### src/hw/rtl/abps_pkg.sv
// Package with the word types and codes of the alert beep pattern sequencer.
`default_nettype none
package abps_pkg;

	localparam logic OP_UPDATE  = 1'b0;
	localparam logic OP_SILENCE = 1'b1;

	localparam logic [2:0] ALERT_NONE = 3'd0;

	typedef struct packed {
		logic        op;
		logic [31:0] now_ms;
		logic [2:0]  alert;
		logic [7:0]  beep_count;
		logic [15:0] on_time_ms;
		logic [15:0] off_time_ms;
		logic [31:0] repeat_ms;
	} in_word_t;

	typedef struct packed {
		logic tone_on;
	} out_word_t;

endpackage
`default_nettype wire

### src/hw/rtl/abps_if.sv
// Valid/ready channel interfaces for the input and result words of the sequencer.
`default_nettype none
interface abps_in_if;
	import abps_pkg::*;

	logic     valid;
	logic     ready;
	in_word_t data;

	modport source (output valid, output data, input ready);
	modport sink (input valid, input data, output ready);
endinterface

interface abps_out_if;
	import abps_pkg::*;

	logic      valid;
	logic      ready;
	out_word_t data;

	modport source (output valid, output data, input ready);
	modport sink (input valid, input data, output ready);
endinterface
`default_nettype wire

### src/hw/rtl/alert_beep_pattern_sequencer.sv
// Top level of the alert beep pattern sequencer: input register, state update and result register.
// The block takes words on the item channel and returns one word on the result
// channel for each of them, in order. An item word is either a timed update
// (op = OP_UPDATE) with a millisecond timestamp, an alert code and that alert's
// beep pattern, or a silence request (op = OP_SILENCE). The result word carries
// the buzzer level after that item.
// A word is taken into an input register; when the result register can advance,
// the sequencer state is updated and the tone level is written to the result
// register. One item per cycle is sustained while the receiver keeps ready
// high; the state update from one word to the next is combinational, with
// two 32-bit subtract-and-compare paths.
// Reset clears all sequencer state: no alert is active and the tone is off.
// When the receiver holds ready low, the result register keeps its word and
// the input register still accepts one more item if it is empty; after that
// item ready stays low until the result is taken.
`default_nettype none
module alert_beep_pattern_sequencer (
	input  wire         clk,
	input  wire         arst_n,
	abps_in_if.sink     item,
	abps_out_if.source  result
);
	import abps_pkg::*;

	logic        v_s1;
	in_word_t    data_s1;
	logic        adv;

	logic        out_valid_q;
	out_word_t   out_data_q;

	logic [2:0]  active_alert_q;
	logic [7:0]  beeps_left_q;
	logic        tone_active_q;
	logic [31:0] pattern_start_q;
	logic [31:0] phase_start_q;
	logic [7:0]  held_beep_count_q;
	logic [15:0] held_on_time_q;
	logic [15:0] held_off_time_q;
	logic [31:0] held_repeat_q;

	logic [2:0]  n_alert;
	logic [7:0]  n_beeps;
	logic        n_tone;
	logic [31:0] n_pattern_start;
	logic [31:0] n_phase_start;
	logic [7:0]  n_beep_count;
	logic [15:0] n_on_time;
	logic [15:0] n_off_time;
	logic [31:0] n_repeat;

	assign adv        = !out_valid_q || result.ready;
	assign item.ready = !v_s1 || adv;

	assign result.valid = out_valid_q;
	assign result.data  = out_data_q;

	always_comb begin
		logic [31:0] rep_elapsed;
		logic [31:0] phase_elapsed;
		rep_elapsed     = 32'd0;
		phase_elapsed   = 32'd0;
		n_alert         = active_alert_q;
		n_beeps         = beeps_left_q;
		n_tone          = tone_active_q;
		n_pattern_start = pattern_start_q;
		n_phase_start   = phase_start_q;
		n_beep_count    = held_beep_count_q;
		n_on_time       = held_on_time_q;
		n_off_time      = held_off_time_q;
		n_repeat        = held_repeat_q;
		if (data_s1.op == OP_SILENCE) begin
			n_tone  = 1'b0;
			n_beeps = 8'd0;
			n_alert = ALERT_NONE;
		end else begin
			if (data_s1.alert != active_alert_q) begin
				n_alert         = data_s1.alert;
				n_beep_count    = data_s1.beep_count;
				n_on_time       = data_s1.on_time_ms;
				n_off_time      = data_s1.off_time_ms;
				n_repeat        = data_s1.repeat_ms;
				n_beeps         = data_s1.beep_count;
				n_pattern_start = data_s1.now_ms;
				n_phase_start   = data_s1.now_ms;
				n_tone          = 1'b0;
			end
			rep_elapsed   = data_s1.now_ms - n_pattern_start;
			phase_elapsed = data_s1.now_ms - n_phase_start;
			if (data_s1.alert != ALERT_NONE) begin
				if (n_beeps == 8'd0) begin
					// The pattern is over; restart it once a nonzero repeat interval has passed.
					if (n_repeat != 32'd0 && rep_elapsed >= n_repeat) begin
						n_beeps         = n_beep_count;
						n_pattern_start = data_s1.now_ms;
						n_phase_start   = data_s1.now_ms;
					end
				end else if (n_tone) begin
					if (phase_elapsed >= {16'd0, n_on_time}) begin
						n_tone        = 1'b0;
						n_phase_start = data_s1.now_ms;
						n_beeps       = n_beeps - 8'd1;
					end
				end else if (phase_elapsed >= {16'd0, n_off_time}) begin
					n_tone        = 1'b1;
					n_phase_start = data_s1.now_ms;
				end
			end
		end
	end

	always_ff @(posedge clk or negedge arst_n) begin
		if (!arst_n) begin
			v_s1 <= 1'b0;
		end else if (item.ready) begin
			v_s1 <= item.valid;
		end
	end

	always_ff @(posedge clk) begin
		if (item.ready && item.valid) begin
			data_s1 <= item.data;
		end
	end

	always_ff @(posedge clk or negedge arst_n) begin
		if (!arst_n) begin
			out_valid_q <= 1'b0;
		end else if (adv) begin
			out_valid_q <= v_s1;
		end
	end

	always_ff @(posedge clk) begin
		if (adv && v_s1) begin
			out_data_q.tone_on <= n_tone;
		end
	end

	always_ff @(posedge clk or negedge arst_n) begin
		if (!arst_n) begin
			active_alert_q    <= ALERT_NONE;
			beeps_left_q      <= 8'd0;
			tone_active_q     <= 1'b0;
			pattern_start_q   <= 32'd0;
			phase_start_q     <= 32'd0;
			held_beep_count_q <= 8'd0;
			held_on_time_q    <= 16'd0;
			held_off_time_q   <= 16'd0;
			held_repeat_q     <= 32'd0;
		end else if (adv && v_s1) begin
			active_alert_q    <= n_alert;
			beeps_left_q      <= n_beeps;
			tone_active_q     <= n_tone;
			pattern_start_q   <= n_pattern_start;
			phase_start_q     <= n_phase_start;
			held_beep_count_q <= n_beep_count;
			held_on_time_q    <= n_on_time;
			held_off_time_q   <= n_off_time;
			held_repeat_q     <= n_repeat;
		end
	end

endmodule
`default_nettype wire
### src/flat_wrapper.sv
// flat-port wrapper written by rule: the top's interface ports become plain ports
module alert_beep_pattern_sequencer_flat import abps_pkg::*;
  (clk, arst_n, item_valid, item_data, item_ready, result_valid, result_data, result_ready);
  abps_in_if item_i ();
  abps_out_if result_i ();
  input  wire clk;
  input  wire arst_n;
  input wire logic [$bits(item_i.valid)-1:0] item_valid;
  input wire logic [$bits(item_i.data)-1:0] item_data;
  output wire logic [$bits(item_i.ready)-1:0] item_ready;
  output wire logic [$bits(result_i.valid)-1:0] result_valid;
  output wire logic [$bits(result_i.data)-1:0] result_data;
  input wire logic [$bits(result_i.ready)-1:0] result_ready;
  assign item_i.valid = item_valid;
  assign item_i.data = item_data;
  assign item_ready = item_i.ready;
  assign result_valid = result_i.valid;
  assign result_data = result_i.data;
  assign result_i.ready = result_ready;
  alert_beep_pattern_sequencer u_core (.clk(clk), .arst_n(arst_n), .item(item_i), .result(result_i));
endmodule
### config.mk
export PLATFORM = sky130hd
export DESIGN_NAME = alert_beep_pattern_sequencer_flat
export DESIGN_NICKNAME = d
export VERILOG_FILES = /design/src/hw/rtl/abps_pkg.sv /design/src/hw/rtl/abps_if.sv /design/src/hw/rtl/alert_beep_pattern_sequencer.sv /design/src/flat_wrapper.sv
export SDC_FILE = /design/constraint.sdc
export NUM_CORES = 1
export LEC_CHECK = 0
export BUFFER_PORTS_ARGS = -buffer_cell sky130_fd_sc_hd__buf_2
export CORE_MARGIN = 3
export CORE_UTILIZATION = 60
export CTS_BUF_LIST = sky130_fd_sc_hd__clkbuf_4
export DETAILED_ROUTE_END_ITERATION = 10
export HOLD_SLACK_MARGIN = 0.1
export MAX_ROUTING_LAYER = met4
export PLACE_DENSITY = 0.89
export RECOVER_POWER = 25
export SLEW_MARGIN = 5
export SYNTH_ARGS = -nofsm -noshare
export SYNTH_HDL_FRONTEND = slang
export SYNTH_SLANG_ARGS = --single-unit
### constraint.sdc
create_clock -name clk -period 11.7 [get_ports clk]
set_input_delay 2.925 -clock clk [delete_from_list [all_inputs] [get_ports clk]]
set_output_delay 2.925 -clock clk [all_outputs]
set_load 0.05 [all_outputs]
==> metrics.txt <==
Post-CTS Hold Buffers=0; P per Cell Area=176.7 nW/µm²; Final Hold Vio Count=0; Final Slew Violations=100; area share of fa/ha/maj cells after synthesis=9.825%; minimum clock period=8.025 ns; LEAKAGE=7.836 nW; critical path startpoint category=flop; Synth cell types=87; CTS root buf=clkbuf_4; RSZ-0062 raised after global routing=no; total negative setup slack=0 ns; count leader, synth=dfrtp_1; htree depth=3; area grow syn2layout=10.96%; fin crit share=68.59%; register clock-pin slew on the reported worst setup and hold paths=0.07 ns; post-synth top area share=23.51%; Setup Viol. Count Final=0; Chip Height=169.1 µm; EDFF count, synth=109; asr flop ratio synth=57.92%; post-synthesis compound-gate area fraction=13.19%; Total GRT Usage=26.58%; post_cts resized=0; total congestion overflow=0; vias in the first global route=12187; PortBufs=114; Rel. slew slack=-262.2%; clk_lat worst skew=0.69 ns; Detailed Routing Iterations Pass 1=5; initial DRC count=841; die area=28610 µm²; Synth Net Count=1644; xor and xnor area share after synthesis=3.158%; Core Box Area=26130 µm²; Max Clk Rate=124.6 MHz; mux cell area share after synthesis=17.38%; TritonCTS sink count=259; Die Wd=169.1 µm; measured slew at the worst slew-check pin=5.433 ns; Hold Startpoint=u_core.v_s1; Worst path slowest cell=buf_4; largest net degree at the start of global routing=100; Synth Area in Simple Gates=10.47%; Post-CTS Setup Repair Bufs=0; antenna viol nets, final=0; initial cell density of the core=61.11%; cell taking the most area after synthesis=dfrtp_1; IO Pins=115; cells after synthesis=1408; via count=12007; num rows=59; routed vias/inst=6.202; Max FO, Critical Path=53; synth warn=0; Crit. End Element=flop; CP most frequent cell=ha_1; Hold Crit Class=flop to flop; Mapped Area=15970 µm²; CTS tree=done; failing checks=capacitance limit, slew limit; #FFs+latches synth=259; Worst Setup SP=u_core.data_s1[73]; register area share after synthesis=44.00%; synth top area cells=dfrtp_1, edfxtp_1, ha_1; drt drc=0; DP Wirelength=26.24 mm; Hold Slack=0.4819 ns; final wirelength=36.73 mm; crit path DAT=8.55 ns; max-cap violation count=1; routability cong.=0.9186; average size of a mapped cell=11.34 µm²; number of nets in the layout=1780; first-pass GRT wire length=60.39 mm; initial antenna violation count=1; kind of critical path=flop to flop; CTS max path bufs=3; total power=3.131 mW; Max VDD drop=0.0001394 V; Max stage delay on crit path=0.76 ns; wire length per cell=18.97 µm; layout cell share with drive strength beyond 1=20.31%; largest family of logic cells by synthesized area=multiplexers; clk_skew=0.05002 ns; Num CTS Buffers=69; dominant synthesized flop cell=dfrtp_1; status=finished with violations; Critical Path RT=12.22 ns; synth cell count leaders=dfrtp_1, mux2i_1, ha_1; RR Startpoint=u_core.data_s1[73]
[sequential cells by signal (all words and copies together) (netlist names), 3 cells and up]
register,cells
u_core.active_alert_q,3
u_core.beeps_left_q,8
u_core.data_s1,108
u_core.held_beep_count_q,8
u_core.held_off_time_q,16
u_core.held_on_time_q,16
u_core.held_repeat_q,32
u_core.pattern_start_q,32
u_core.phase_start_q,32
[stage by stage]
stage	util (%)	cell area [µm²]	instances	worst slack, ns
finish	67.81	17720	1936	3.675
global route	67.81	17720	1936	3.042
CTS	67.85	17730	1935	3.725
detailed placement	64.31	16800	1808	3.825
global placement	64.31	16800	1808	3.964
floorplan	-	15970	1408	4.624
[worst max-delay path: cells and delay by family (launching register included)]
family	cells	cell delay, ns
adders and majority gates	3	0.62
xor gates and xnor gates	2	0.34
DFF	1	0.50
muxes	1	0.37
and+or+nand+nor	7	1.80
AOI/OAI and AO/OA	13	3.13
buffers and inverters	3	1.07
[placed cells by master, fill, tap and decap left out, types with 7 or more instances in the layout]
master	Yosys	layout
or3_1	12	12
nor2b_1	16	16
and2_1	9	8
clkbuf_1	34	7
nor2_1	61	60
mux2i_1	125	125
nor4_1	15	15
buf_4	5	9
nand2_1	77	77
inv_1	15	15
ha_1	123	123
a21o_1	41	41
o31ai_1	9	9
o21ai_1	12	12
dfrtp_1	150	150
and3_1	15	15
o21bai_1	7	7
clkinv_1	0	10
a21oi_1	88	88
a211oi_1	11	11
mux2_1	62	62
buf_2	10	107
o21a_1	14	14
clkbuf_4	0	106
nor3_1	21	21
mux2_2	72	72
o211ai_1	15	15
nand3_1	17	16
xnor2_1	35	35
edfxtp_1	109	109
nand2b_1	18	18
o21ai_0	48	48
nand4_1	32	32
xor2_1	17	17
[per-layer routing]
metal / vias to the layer above / track usage (%) / wire length [µm]
met5: - / - / 0
met4: 0 / 9.886 / 872
met3: 73 / 4.193 / 1698
met2: 374 / 43.90 / 18330
met1: 5873 / 33.34 / 15830
li1: 5687 / - / -
[area by class of cell]
cell class | count | area, µm²
sequential | 259 | 7027
antenna | 1 | 2.502
clock inverter | 21 | 131.4
timing repair buffer | 123 | 629.4
inverter | 16 | 60.06
tap | 335 | 419.2
clock buffer | 106 | 795.8
fill | 1951 | 8413
multi-input combinational | 1075 | 8655
[worst paths after layout]
kind                                              endpoint  slack [ns]  cells after the start
worst min-delay path                   u_core.result.valid        0.48                      1
worst min register to register         u_core.result.valid        0.48                      1
worst max register to register  u_core.pattern_start_q[24]        3.67                     29
worst max-delay path            u_core.pattern_start_q[24]        3.67                     29
max in group asynchronous       u_core.pattern_start_q[16]        4.38                      1
min in group asynchronous                      u_core.v_s1        4.24                      1
[cells by family (layout without fill, tap and decap cells)]
group	count (synthesis)	count (layout)
and+or+nand+nor	322	322
AOI/OAI and AO/OA	313	313
muxes	260	260
DFF	259	259
adders and majority gates	125	125
buffers and inverters	74	266
xor gates and xnor gates	55	55
other	0	1
[power by group]
group	switching (mW)	leakage [nW]	internal, mW
logic	0.582	4.47	0.484
clock network	0.385	0.546	0.440
registers	0.117	2.82	1.12
total	1.08	7.84	2.05
(Power assumes the default switching activity.)
